`config.mk`:
```
export PLATFORM = sky130hd
export DESIGN_NAME = least_loaded_worker_dispatcher_flat
export DESIGN_NICKNAME = d
export VERILOG_FILES = /design/src/rtl/core/llwd_pkg.sv /design/src/rtl/core/llwd_if.sv /design/src/rtl/core/llwd_ctrl.sv /design/src/rtl/core/llwd_dp.sv /design/src/rtl/core/least_loaded_worker_dispatcher.sv /design/src/flat_wrapper.sv
export SDC_FILE = /design/constraint.sdc
export NUM_CORES = 2
export LEC_CHECK = 0
export BUFFER_PORTS_ARGS = -buffer_cell sky130_fd_sc_hd__buf_2
export CORE_MARGIN = 3
export CORE_UTILIZATION = 39
export CTS_CLUSTER_SIZE = 30
export DETAILED_ROUTE_END_ITERATION = 8
export GPL_TIMING_DRIVEN = 1
export HOLD_SLACK_MARGIN = 0.1
export RECOVER_POWER = 25
export SKIP_LAST_GASP = 1
export SYNTH_ARGS = -nofsm -noshare
export SYNTH_HDL_FRONTEND = slang
export SYNTH_HIERARCHICAL = 1
export SYNTH_SLANG_ARGS = --single-unit
```
`constraint.sdc`:
```
create_clock -name clk -period 6.9 [get_ports clk]
set_input_delay 1.38 -clock clk [delete_from_list [all_inputs] [get_ports clk]]
set_output_delay 1.38 -clock clk [all_outputs]
set_load 0.01 [all_outputs]
```
`src/rtl/core/llwd_pkg.sv`:
```
// Package for the least-loaded worker dispatcher.
// Holds operation codes, result kinds, field widths and the controller/datapath structs.
// No dependencies.
package llwd_pkg;

	localparam int OP_W   = 3;
	localparam int KEY_W  = 64;
	localparam int KIND_W = 3;
	localparam int SLOT_W = 3;
	localparam int JOB_W  = 64;

	// operation codes
	localparam logic [OP_W-1:0] OP_REGISTER   = 3'd0;
	localparam logic [OP_W-1:0] OP_UNREGISTER = 3'd1;
	localparam logic [OP_W-1:0] OP_DONE       = 3'd2;
	localparam logic [OP_W-1:0] OP_PONG       = 3'd3;
	localparam logic [OP_W-1:0] OP_TICK       = 3'd4;
	localparam logic [OP_W-1:0] OP_DISPATCH   = 3'd5;

	// result kinds
	localparam logic [KIND_W-1:0] RK_OK        = 3'd0;
	localparam logic [KIND_W-1:0] RK_TAKEN     = 3'd1;
	localparam logic [KIND_W-1:0] RK_FULL      = 3'd2;
	localparam logic [KIND_W-1:0] RK_PING      = 3'd3;
	localparam logic [KIND_W-1:0] RK_EVICTED   = 3'd4;
	localparam logic [KIND_W-1:0] RK_ASSIGNED  = 3'd5;
	localparam logic [KIND_W-1:0] RK_NO_WORKER = 3'd6;

	// controller -> datapath
	typedef struct packed {
		logic load_in;    // latch the accepted transaction, clear scan trackers
		logic scan_step;  // advance the slot scan by one
		logic tick_emit;  // emit ping/evict for the slot under scan
		logic finish;     // apply the end-of-scan action
	} llwd_cmd_t;

	// datapath -> controller
	typedef struct packed {
		logic [OP_W-1:0] op;
		logic            cur_valid;
		logic            scan_end;
		logic            out_free;
	} llwd_status_t;

endpackage

```
`src/rtl/core/llwd_if.sv`:
```
// Valid/ready channel interfaces for the dispatcher request and result streams.
// Depends on llwd_pkg for field widths.
interface llwd_req_if import llwd_pkg::*; ();
	logic             valid;
	logic             ready;
	logic [OP_W-1:0]  operation;
	logic [KEY_W-1:0] worker_key;

	modport source (output valid, output operation, output worker_key, input ready);
	modport sink (input valid, input operation, input worker_key, output ready);
endinterface

interface llwd_rsp_if import llwd_pkg::*; ();
	logic              valid;
	logic              ready;
	logic [KIND_W-1:0] result_kind;
	logic [SLOT_W-1:0] slot_index;
	logic [KEY_W-1:0]  key_out;
	logic [JOB_W-1:0]  job_number;
	logic              last_result;

	modport source (output valid, output result_kind, output slot_index, output key_out,
		output job_number, output last_result, input ready);
	modport sink (input valid, input result_kind, input slot_index, input key_out,
		input job_number, input last_result, output ready);
endinterface

```
`src/rtl/core/llwd_ctrl.sv`:
```
// Controller FSM of the dispatcher: accept, slot scan, finish.
// Depends on llwd_pkg.
module llwd_ctrl import llwd_pkg::*; (
	input  logic         clk,
	input  logic         arst_n,
	input  logic         req_valid,
	output logic         req_ready,
	input  llwd_status_t st,
	output llwd_cmd_t    cmd
);

	typedef enum logic [2:0] {
		S_IDLE   = 3'b001,
		S_SCAN   = 3'b010,
		S_FINISH = 3'b100
	} state_t;

	state_t state_q, state_d;
	logic   need_emit;

	always_comb begin
		need_emit = st.op inside {OP_REGISTER, OP_DISPATCH};
		state_d   = state_q;
		cmd       = '0;
		req_ready = 1'b0;
		case (state_q)
			S_IDLE: begin
				req_ready = 1'b1;
				if (req_valid) begin
					cmd.load_in = 1'b1;
					state_d     = S_SCAN;
				end
			end
			S_SCAN: begin
				// a tick on an occupied slot waits for room in the result register
				if (st.op == OP_TICK && st.cur_valid) begin
					cmd.tick_emit = st.out_free;
					cmd.scan_step = st.out_free;
				end else begin
					cmd.scan_step = 1'b1;
				end
				if (cmd.scan_step && st.scan_end)
					state_d = S_FINISH;
			end
			S_FINISH: begin
				if (!need_emit || st.out_free) begin
					cmd.finish = 1'b1;
					state_d    = S_IDLE;
				end
			end
			default: state_d = S_IDLE;
		endcase
	end

	always_ff @(posedge clk or negedge arst_n) begin
		if (!arst_n)
			state_q <= S_IDLE;
		else
			state_q <= state_d;
	end

endmodule

```
`src/rtl/core/llwd_dp.sv`:
```
// Datapath of the dispatcher: slot table, scan trackers, job counter, result register.
// Depends on llwd_pkg; driven by llwd_ctrl commands.
module llwd_dp import llwd_pkg::*; #(
	parameter int SLOTS     = 8,
	parameter int LOAD_BITS = 16
) (
	input  logic              clk,
	input  logic              arst_n,
	input  llwd_cmd_t         cmd,
	output llwd_status_t      st,
	input  logic [OP_W-1:0]   req_operation,
	input  logic [KEY_W-1:0]  req_worker_key,
	input  logic              out_ready,
	output logic              out_valid,
	output logic [KIND_W-1:0] out_kind,
	output logic [SLOT_W-1:0] out_slot,
	output logic [KEY_W-1:0]  out_key,
	output logic [JOB_W-1:0]  out_job,
	output logic              out_last
);

	localparam int IDX_W = (SLOTS > 1) ? $clog2(SLOTS) : 1;

	// latched transaction
	logic [OP_W-1:0]  op_q;
	logic [KEY_W-1:0] key_q;

	// slot table: valid and flag in flops, key and load in memories
	logic [SLOTS-1:0]     valid_q, valid_d;
	logic [SLOTS-1:0]     flag_q, flag_d;
	logic [KEY_W-1:0]     key_mem [SLOTS];
	logic [LOAD_BITS-1:0] load_mem [SLOTS];
	logic [KEY_W-1:0]     rd_key_q;
	logic [LOAD_BITS-1:0] rd_load_q;

	logic [IDX_W-1:0] idx_q, idx_d;
	logic             scan_end;
	logic             cur_valid;
	logic             any_above;

	// scan trackers
	logic                 free_found_q, match_found_q, best_found_q;
	logic [IDX_W-1:0]     free_idx_q, match_idx_q, best_idx_q;
	logic [LOAD_BITS-1:0] match_load_q, best_load_q;
	logic [KEY_W-1:0]     best_key_q;
	logic                 key_hit, best_hit;

	logic [JOB_W-1:0] job_q, job_d;

	// write ports and emitted result
	logic                 key_we, load_we;
	logic [IDX_W-1:0]     load_wa;
	logic [LOAD_BITS-1:0] load_wd;
	logic                 emit;
	logic [KIND_W-1:0]    e_kind;
	logic [IDX_W-1:0]     e_idx;
	logic [KEY_W-1:0]     e_key;
	logic [JOB_W-1:0]     e_job;
	logic                 e_last;
	logic                 out_valid_q;

	assign scan_end  = (idx_q == IDX_W'(SLOTS - 1));
	assign cur_valid = valid_q[idx_q];
	assign key_hit   = cur_valid && (rd_key_q == key_q);
	assign best_hit  = cur_valid && (!best_found_q || (rd_load_q < best_load_q));

	always_comb begin
		idx_d = idx_q;
		if (cmd.scan_step)
			idx_d = scan_end ? '0 : idx_q + 1'b1;
	end

	// any occupied slot above the one under scan -> not the last tick result
	always_comb begin
		any_above = 1'b0;
		for (int j = 0; j < SLOTS; j++)
			if (valid_q[j] && (IDX_W'(j) > idx_q))
				any_above = 1'b1;
	end

	always_comb begin
		st.op        = op_q;
		st.cur_valid = cur_valid;
		st.scan_end  = scan_end;
		st.out_free  = !out_valid_q || out_ready;
	end

	always_comb begin
		valid_d = valid_q;
		flag_d  = flag_q;
		job_d   = job_q;
		emit    = 1'b0;
		e_kind  = RK_OK;
		e_idx   = '0;
		e_key   = key_q;
		e_job   = '0;
		e_last  = 1'b1;
		key_we  = 1'b0;
		load_we = 1'b0;
		load_wa = match_idx_q;
		load_wd = '0;
		if (cmd.tick_emit) begin
			emit   = 1'b1;
			e_idx  = idx_q;
			e_key  = rd_key_q;
			e_last = !any_above;
			if (flag_q[idx_q]) begin
				e_kind         = RK_EVICTED;
				valid_d[idx_q] = 1'b0;
				flag_d[idx_q]  = 1'b0;
			end else begin
				e_kind        = RK_PING;
				flag_d[idx_q] = 1'b1;
			end
		end
		if (cmd.finish) begin
			case (op_q)
				OP_REGISTER: begin
					emit = 1'b1;
					if (!free_found_q) begin
						e_kind = RK_FULL;
					end else if (match_found_q) begin
						e_kind = RK_TAKEN;
						e_idx  = match_idx_q;
					end else begin
						e_kind              = RK_OK;
						e_idx               = free_idx_q;
						valid_d[free_idx_q] = 1'b1;
						flag_d[free_idx_q]  = 1'b0;
						key_we              = 1'b1;
						load_we             = 1'b1;
						load_wa             = free_idx_q;
					end
				end
				OP_UNREGISTER: begin
					if (match_found_q) begin
						valid_d[match_idx_q] = 1'b0;
						flag_d[match_idx_q]  = 1'b0;
					end
				end
				OP_DONE: begin
					if (match_found_q) begin
						flag_d[match_idx_q] = 1'b0;
						load_we             = 1'b1;
						load_wd = (match_load_q == '0) ? '0 : match_load_q - 1'b1;
					end
				end
				OP_PONG: begin
					if (match_found_q)
						flag_d[match_idx_q] = 1'b0;
				end
				OP_DISPATCH: begin
					emit = 1'b1;
					if (best_found_q) begin
						job_d   = job_q + 1'b1;
						e_kind  = RK_ASSIGNED;
						e_idx   = best_idx_q;
						e_key   = best_key_q;
						e_job   = job_q + 1'b1;
						load_we = 1'b1;
						load_wa = best_idx_q;
						load_wd = (&best_load_q) ? best_load_q : best_load_q + 1'b1;
					end else begin
						e_kind = RK_NO_WORKER;
						e_key  = '0;
					end
				end
				default: ;
			endcase
		end
	end

	// memories: one write, one registered read at the next scan index
	always_ff @(posedge clk) begin
		if (key_we)
			key_mem[free_idx_q] <= key_q;
		rd_key_q <= key_mem[idx_d];
	end

	always_ff @(posedge clk) begin
		if (load_we)
			load_mem[load_wa] <= load_wd;
		rd_load_q <= load_mem[idx_d];
	end

	always_ff @(posedge clk or negedge arst_n) begin
		if (!arst_n) begin
			valid_q       <= '0;
			flag_q        <= '0;
			job_q         <= '0;
			idx_q         <= '0;
			free_found_q  <= 1'b0;
			match_found_q <= 1'b0;
			best_found_q  <= 1'b0;
			out_valid_q   <= 1'b0;
		end else begin
			valid_q <= valid_d;
			flag_q  <= flag_d;
			job_q   <= job_d;
			idx_q   <= idx_d;
			if (cmd.load_in) begin
				free_found_q  <= 1'b0;
				match_found_q <= 1'b0;
				best_found_q  <= 1'b0;
			end else if (cmd.scan_step) begin
				if (!cur_valid)
					free_found_q <= 1'b1;
				if (key_hit)
					match_found_q <= 1'b1;
				if (best_hit)
					best_found_q <= 1'b1;
			end
			if (emit)
				out_valid_q <= 1'b1;
			else if (out_ready)
				out_valid_q <= 1'b0;
		end
	end

	always_ff @(posedge clk) begin
		if (cmd.load_in) begin
			op_q  <= req_operation;
			key_q <= req_worker_key;
		end
		if (cmd.scan_step) begin
			if (!cur_valid && !free_found_q)
				free_idx_q <= idx_q;
			if (key_hit && !match_found_q) begin
				match_idx_q  <= idx_q;
				match_load_q <= rd_load_q;
			end
			if (best_hit) begin
				best_idx_q  <= idx_q;
				best_load_q <= rd_load_q;
				best_key_q  <= rd_key_q;
			end
		end
		if (emit) begin
			out_kind <= e_kind;
			out_slot <= SLOT_W'(e_idx);
			out_key  <= e_key;
			out_job  <= e_job;
			out_last <= e_last;
		end
	end

	assign out_valid = out_valid_q;

	// a heartbeat flag only ever sits on an occupied slot
	a_flag_on_valid: assert property (@(posedge clk) disable iff (!arst_n)
		(flag_q & ~valid_q) == '0)
		else $error("heartbeat flag on empty slot");

	// a new result is only loaded when the result register can take it
	a_emit_room: assert property (@(posedge clk) disable iff (!arst_n)
		emit |-> (!out_valid_q || out_ready))
		else $error("result register overwritten");

	// tick results come only from a tick scan over an occupied slot
	a_tick_emit: assert property (@(posedge clk) disable iff (!arst_n)
		cmd.tick_emit |-> (op_q == OP_TICK && cur_valid && cmd.scan_step))
		else $error("tick result outside a tick scan");

	// the job counter moves only on a dispatch finish
	a_job_move: assert property (@(posedge clk) disable iff (!arst_n)
		(job_q != $past(job_q)) |-> $past(cmd.finish && op_q == OP_DISPATCH))
		else $error("job counter changed outside dispatch");

endmodule

```
`src/rtl/core/least_loaded_worker_dispatcher.sv`:
```
// Top level of the least-loaded worker dispatcher with heartbeat.
// Depends on llwd_pkg, llwd_if, llwd_ctrl and llwd_dp.
//
// Channel  Dir  Handshake    Payload
// req      in   valid/ready  operation[2:0], worker_key[63:0]
// rsp      out  valid/ready  result_kind[2:0], slot_index[2:0], key_out[63:0],
//                            job_number[63:0], last_result
//
// One transaction at a time: after accept the block scans every slot of the
// table, then passes through the finish state before the next accept; the slot-by-slot
// scan is set by the single read port of the key and load memories.
// A tick result that finds the result register full holds the scan until rsp
// drains it; register and dispatch results wait likewise in the finish state.
// arst_n clears the valid marks, heartbeat flags, job counter and control.
// req.ready is high only while the block is idle.

module least_loaded_worker_dispatcher import llwd_pkg::*; #(
	parameter int SLOTS     = 8,
	parameter int LOAD_BITS = 16
) (
	input logic       clk,
	input logic       arst_n,
	llwd_req_if.sink   req,
	llwd_rsp_if.source rsp
);

	// command and status between the FSM and the table datapath
	llwd_cmd_t    cmd;
	llwd_status_t st;

	// The controller steps through idle -> scan -> finish. During the scan it
	// walks every slot once; the datapath keeps track of the lowest free slot,
	// the lowest matching key and the least-loaded slot as it goes, and for a
	// heartbeat tick it issues one ping or evict result per occupied slot.
	llwd_ctrl u_ctrl (
		.clk       (clk),
		.arst_n    (arst_n),
		.req_valid (req.valid),
		.req_ready (req.ready),
		.st        (st),
		.cmd       (cmd)
	);

	// Table datapath. Key and load memories are read one slot per cycle unless a
	// tick result holds the scan; ticks update the table while scanning, and the
	// finish state does other updates and outputs a register or dispatch result.
	llwd_dp #(
		.SLOTS     (SLOTS),
		.LOAD_BITS (LOAD_BITS)
	) u_dp (
		.clk            (clk),
		.arst_n         (arst_n),
		.cmd            (cmd),
		.st             (st),
		.req_operation  (req.operation),
		.req_worker_key (req.worker_key),
		.out_ready      (rsp.ready),
		.out_valid      (rsp.valid),
		.out_kind       (rsp.result_kind),
		.out_slot       (rsp.slot_index),
		.out_key        (rsp.key_out),
		.out_job        (rsp.job_number),
		.out_last       (rsp.last_result)
	);

endmodule

```
`src/flat_wrapper.sv`:
```
// flat-port wrapper written by rule: the top's interface ports become plain ports
module least_loaded_worker_dispatcher_flat import llwd_pkg::*;
#(
	parameter int SLOTS     = 8,
	parameter int LOAD_BITS = 16
)
  (clk, arst_n, req_valid, req_operation, req_worker_key, req_ready, rsp_valid, rsp_result_kind, rsp_slot_index, rsp_key_out, rsp_job_number, rsp_last_result, rsp_ready);
  llwd_req_if req_i ();
  llwd_rsp_if rsp_i ();
  input logic clk;
  input logic arst_n;
  input wire logic [$bits(req_i.valid)-1:0] req_valid;
  input wire logic [$bits(req_i.operation)-1:0] req_operation;
  input wire logic [$bits(req_i.worker_key)-1:0] req_worker_key;
  output wire logic [$bits(req_i.ready)-1:0] req_ready;
  output wire logic [$bits(rsp_i.valid)-1:0] rsp_valid;
  output wire logic [$bits(rsp_i.result_kind)-1:0] rsp_result_kind;
  output wire logic [$bits(rsp_i.slot_index)-1:0] rsp_slot_index;
  output wire logic [$bits(rsp_i.key_out)-1:0] rsp_key_out;
  output wire logic [$bits(rsp_i.job_number)-1:0] rsp_job_number;
  output wire logic [$bits(rsp_i.last_result)-1:0] rsp_last_result;
  input wire logic [$bits(rsp_i.ready)-1:0] rsp_ready;
  assign req_i.valid = req_valid;
  assign req_i.operation = req_operation;
  assign req_i.worker_key = req_worker_key;
  assign req_ready = req_i.ready;
  assign rsp_valid = rsp_i.valid;
  assign rsp_result_kind = rsp_i.result_kind;
  assign rsp_slot_index = rsp_i.slot_index;
  assign rsp_key_out = rsp_i.key_out;
  assign rsp_job_number = rsp_i.job_number;
  assign rsp_last_result = rsp_i.last_result;
  assign rsp_i.ready = rsp_ready;
  least_loaded_worker_dispatcher #(.SLOTS(SLOTS), .LOAD_BITS(LOAD_BITS)) u_core (.clk(clk), .arst_n(arst_n), .req(req_i), .rsp(rsp_i));
endmodule
```
== Word-level counts from Yosys, hierarchy flattened ==
Memories as Yosys holds them, arrays and structs flattened. A register that Yosys moved wholly into a read port is not among the register bits.
Index checks and enable logic that the tools add are counted.
W data, S select, Z words.

* Bits in registers: 397
* Bits in latches: 0
* Bits in writable memories: 640
* ROM bits: 0
* Bits of input ports: 71
* Output and inout bits: 137
* Memories: 2

* Add/subtract/negate cells: 4
* Multipliers: 0
* Divide/modulo/power cells: 0
* Magnitude comparators: 15
* Equal/unequal tests: 14
* Shift-type cells: 0
* Mux-type cells: 100
* Bitwise operators: 10
* Reductions and logical operators: 45

{| class="wikitable"
|+ Memory list
! name !! words !! bits a word !! rd ports !! clocked after Yosys merged registers in !! wr ports !! RTL line !! text
|-
| u_core.u_dp.key_mem || 8 || 64 || 1 || 1 || 1 || llwd_dp.sv:31 || <nowiki>logic [KEY_W-1:0] key_mem [SLOTS];</nowiki>
|-
| u_core.u_dp.load_mem || 8 || 16 || 1 || 1 || 1 || llwd_dp.sv:32 || <nowiki>logic [LOAD_BITS-1:0] load_mem [SLOTS];</nowiki>
|}

{| class="wikitable"
|+ Operators with widths
! cell !! count
|-
| $mux W64 || 4
|-
| $mux W8 || 12
|-
| $mux W16 || 5
|-
| $add A64 B1 Y64 const B || 1
|-
| $eq A64 B64 Y1 || 1
|-
| $mux W3 || 16
|-
| $mux W1 || 47
|-
| $and A8 B8 Y8 || 5
|-
| $pmux W16 S2 || 1
|-
| $pmux W8 S2 || 2
|-
| $not A8 Y8 || 3
|-
| $pmux W3 S2 || 3
|-
| $logic_and A1 B1 Y1 || 17
|-
| $add A16 B1 Y16 const B || 1
|-
| $logic_not A16 Y1 || 1
|-
| $lt A16 B16 Y1 || 1
|-
| $or A8 B8 Y8 || 2
|-
| $reduce_and A16 Y1 || 1
|-
| $sub A16 B1 Y16 const B || 1
|-
| $eq A3 B3 Y1 const B || 4
|-
| $gt A3 B3 Y1 const A || 4
|-
| $lt A3 B4 Y1 const B || 3
|-
| $reduce_and A2 Y1 || 6
|-
| $reduce_bool A2 Y1 || 5
|-
| other kinds (19) || 42
|}

== Longest topological paths before layout ==
* Depth after elaboration: 13
* Mapped depth: 20
* Depth with buffers taken out: 14

== Modules after synthesis ==
Netlist, hierarchy kept.

{| class="wikitable"
|+ Modules (own cells, without submodules)
! module !! instances !! cells an instance !! area each (um^2) !! sequential area each (um^2)
|-
| llwd_dp || 1 || 3363 || 45172.1 || 32215.9
|-
| llwd_ctrl || 1 || 24 || 212.7 || 76.3
|}

== Worst setup path after synthesis ==
Ideal clock, no wire load.

* Path kind: input to register
* Start point: input rsp_ready
* End point: memory u_core.u_dp.key_mem[0][0], enable pin
* Arrival time: 6480 ps
* Required time: 6333 ps
* Path slack: -147 ps
* Stages: 6
* Path buffers: 1
* Cell sequence: nand2b_1 nor3_1 nor3_1 buf_2 nand3b_1 nor3_1

{| class="wikitable"
|+ RTL lines
! item !! RTL line !! text
|-
| start: declaration || flat_wrapper.sv:22 || <nowiki>input wire logic [$bits(rsp_i.ready)-1:0] rsp_ready;</nowiki>
|-
| end: declaration || llwd_dp.sv:31 ||
|}

==> flow_metrics.tcl <==
set metrics [dict create \
    status "finished clean" \
    combPwrFrac 0.227 \
    finalSetupViolations 0 \
    multi_input_area_sq_mm 0.0122 \
    hold_viol_final 0 \
    gr-usage-all-layers 0.185 \
    timing.fmax_ghz 0.188 \
    switching_share 0.320 \
    core_sq_mm 0.115 \
    relSlewSlack 0.215 \
    synth_top_area_frac 0.627 \
    crit_start "u_core/u_dp/idx_q[1]" \
    netlist_area_sq_mm 0.0454 \
    finalCritPeriodShare 0.771 \
    grt_pass1_vias 27200 \
    synth_edf_count 947 \
    drt_iter0_drc 2253 \
    num_rows 124 \
    synth_fa_ha_area_frac 0.00579 \
    start_util 0.395 \
    ctsResizeCount 0 \
    ys_ff_latch 1117 \
    holdWs_ns 0.467 \
    n_fill_cell 10200 \
    num_vias 27800 \
    finClkSkew_ns 0.0706 \
    synth_xor_area_frac 0.0376 \
    rsz0062_at_grt "no" \
    seq_area_sq_mm 0.0323 \
    synth-compound-area-share 0.0777 \
    synth_top_family_by_area "simple AND/OR/NAND/NOR gates" \
    muxShareOfSynthArea 0.0172 \
    clockPowerShare 0.317 \
    cts.sinks 1117 \
    syn_inst 3387 \
    crit_chain "inv_1, a2bb2oi_1, o22ai_1, a21oi_1, nor4bb_1, nor2b_1, nor3_1, buf_4, nand2_1, o22a_4, buf_12, buf_12, a211oi_1, a311oi_1, a31o_2" \
    fin_cells 5168 \
    antenna_left 0 \
    vias_per_cell 5.38 \
    h-tree-depth 3 \
    die_w_um 347 \
    die_y_um 347 \
    post-synth-top-count-cell "edfxtp_1" \
    die_area_sq_mm 0.120 \
    synth_common_cells "edfxtp_1 (947), nand2_1 (584), nand3_1 (210), a21oi_1 (177), clkbuf_1 (133)" \
    gp_congestion 0.850 \
    cellLeakagePower_nw 17.8 \
    cap_violations 0 \
    yosys.area_share.simple 0.128 \
    drive_gt1_frac 0.157 \
    ios 208 \
    grt_max_degree 162 \
    seq_area_frac_synth 0.712 \
    peakVddDrop_v 0.000357 \
    firstDrtPassIters 5 \
    yosysUniqueCellTypes 77 \
    dp.cells 4950 \
    clock_latency_ns 0.72 \
    numCtsBuffers 115 \
    wire_per_inst_um 21.8 \
    cts_buffer_depth 3 \
    async_reset_ff_frac 0.0806 \
    intPower_w 0.0130 \
    p_sw_w 0.00611 \
    totalWireLength_um 113000 \
    worstPathRequired_ns 7.54 \
    path_clk_slew_ns 0.06 \
    tns_ns 0 \
    path_max_fanout 149 \
    area_growth_pct 14.2 \
    yosysTopAreaCell "edfxtp_1" \
    nets 3647 \
    grt-ovfl-total 0 \
    yosys_warnings 6 \
    slowest_stage "dfrtp_1" \
    worst_slew_pin_slew_ns 1.17 \
    synth_ff_type "edfxtp_1" \
    endpoint_kind "register" \
    cts_root_buf "clkbuf_16" \
    critPathMostFrequentCell "buf_12" \
    drv_slew 0 \
    grt_pass1_wl_um 172000 \
    timing.rr.start "u_core/u_dp/idx_q[1]" \
    dpl.hpwl_um 64500 \
    arrival_ns 5.96 \
    cts_tree "built" \
    antenna_found_initial 0 \
    cp-start-kind "register" \
    synth_nets 3479 \
    layout_min_cycle_time_ns 5.32 \
    worst-setup-path-type "register to register" \
    ys_top_cells_by_area "edfxtp_1 (63%), dfrtp_1 (4.9%), nand2_1 (4.8%)" \
    cts_setup_buffers 0 \
    hp-start "u_core/u_dp/rd_key_q[48]" \
    seq_power_share 0.456 \
    fin_util 0.451 \
    pwr_density_cell_mw_per_mm2 369 \
    ctsHoldBuffers 0 \
    avgSynthCellArea_sq_um 13.4 \
    cpPeakStageDelay_ns 0.66 \
    numPortBuffers 207 \
    drc_errors 0 \
    min_path_type "register to register" \
]
## final cells by class
class / instances / share of cell area
Timing Repair Buffer: 255 / 0.0288
Sequential cell: 1117 / 0.623
Tap cell: 1512 / 0.0365
Clock inverter: 65 / 0.0113
Antenna cell: 2 / 0.0000966
Clock buffer: 151 / 0.0605
Inverter: 44 / 0.00348
Multi-Input combinational cell: 2022 / 0.236
## sequential cells by signal, indices dropped and copies added, names as in the netlist, 8 cells and up
register,flops
u_core/u_dp/key_q,64
u_core/u_dp/out_key,64
u_core/u_dp/key_mem,512
u_core/u_dp/valid_q,8
u_core/u_dp/load_mem,128
u_core/u_dp/rd_load_q,16
u_core/u_dp/rd_key_q,64
u_core/u_dp/flag_q,8
u_core/u_dp/out_job,64
u_core/u_dp/best_key_q,64
u_core/u_dp/job_q,64
u_core/u_dp/best_load_q,16
u_core/u_dp/match_load_q,16
## path summary, 6_finish.rpt
kind,cells past startpoint,to,slack [ns]
min reg2reg,0,u_core/u_dp/best_key_q[48],0.47
max reg2reg,15,u_core/u_dp/rd_key_q[33],1.58
max,15,u_core/u_dp/rd_key_q[33],1.58
min,0,u_core/u_dp/best_key_q[48],0.47
max in group asynchronous,2,u_core/u_dp/best_found_q,4.36
min in group asynchronous,1,u_core/u_dp/job_q[2],0.88
## stage by stage
step                      setup slack, ns  cell area, sq um  power (W)
after global routing                 1.22             51800     0.0201
after global placement               1.87             48100     0.0131
final                                1.58             51800     0.0191
after CTS                            1.70             51800     0.0193
after floorplan                     0.307             45400     0.0117
after detailed placement             1.71             48100     0.0132
## per-layer routing
metal  vias up  GRT usage  part of all wire
li1      12900          -                 -
met1     13900      0.257              0.45
met2       800      0.302              0.48
met3       164     0.0263             0.053
met4         0     0.0543             0.026
met5         -          0                 0
## cells in the final DEF, fill, tap and decap left out, types with 42 or more instances in the layout
cell and n:
dfxtp_1 80, nor3_1 42, dfrtp_1 88, a211oi_1 82
buf_2 206, xor2_1 101, a311oi_1 80, edfxtp_1 947
and2_1 60, a21oi_1 176, clkbuf_16 116, nand3_1 209
nor2_1 119, xnor2_1 94, a31o_2 78, mux2i_1 68
nand2_1 582
## power by group through the flow
stage | Sequential, W | Combinational (W) | Clock (W)
finish | 0.00872 | 0.00433 | 0.00607
global route | 0.00879 | 0.00478 | 0.00650
CTS | 0.00872 | 0.00438 | 0.00622
detailed placement | 0.00886 | 0.00435 | 0
global placement | 0.00886 | 0.00428 | 0
floorplan | 0.00855 | 0.00312 | 0
## kinds of logic after synthesis
kind of cell             Yosys count
AND/OR/NAND/NOR                 1218
flip-flops                      1117
AO/OA/AOI/OAI                    513
buffers and inverters            248
XOR/XNOR                         195
multiplexers                      75
adder cells (fa/ha/maj)           21
## critical path, delay by kind of cell (launching register included)
family	cells	cell delay, ns
AOI/OAI and AO/OA	7	1.97
buffers and inverters	4	1.53
DFF	1	0.66
and+or+nand+nor	4	0.82
Note: power is estimated with default switching activity, not from simulation.
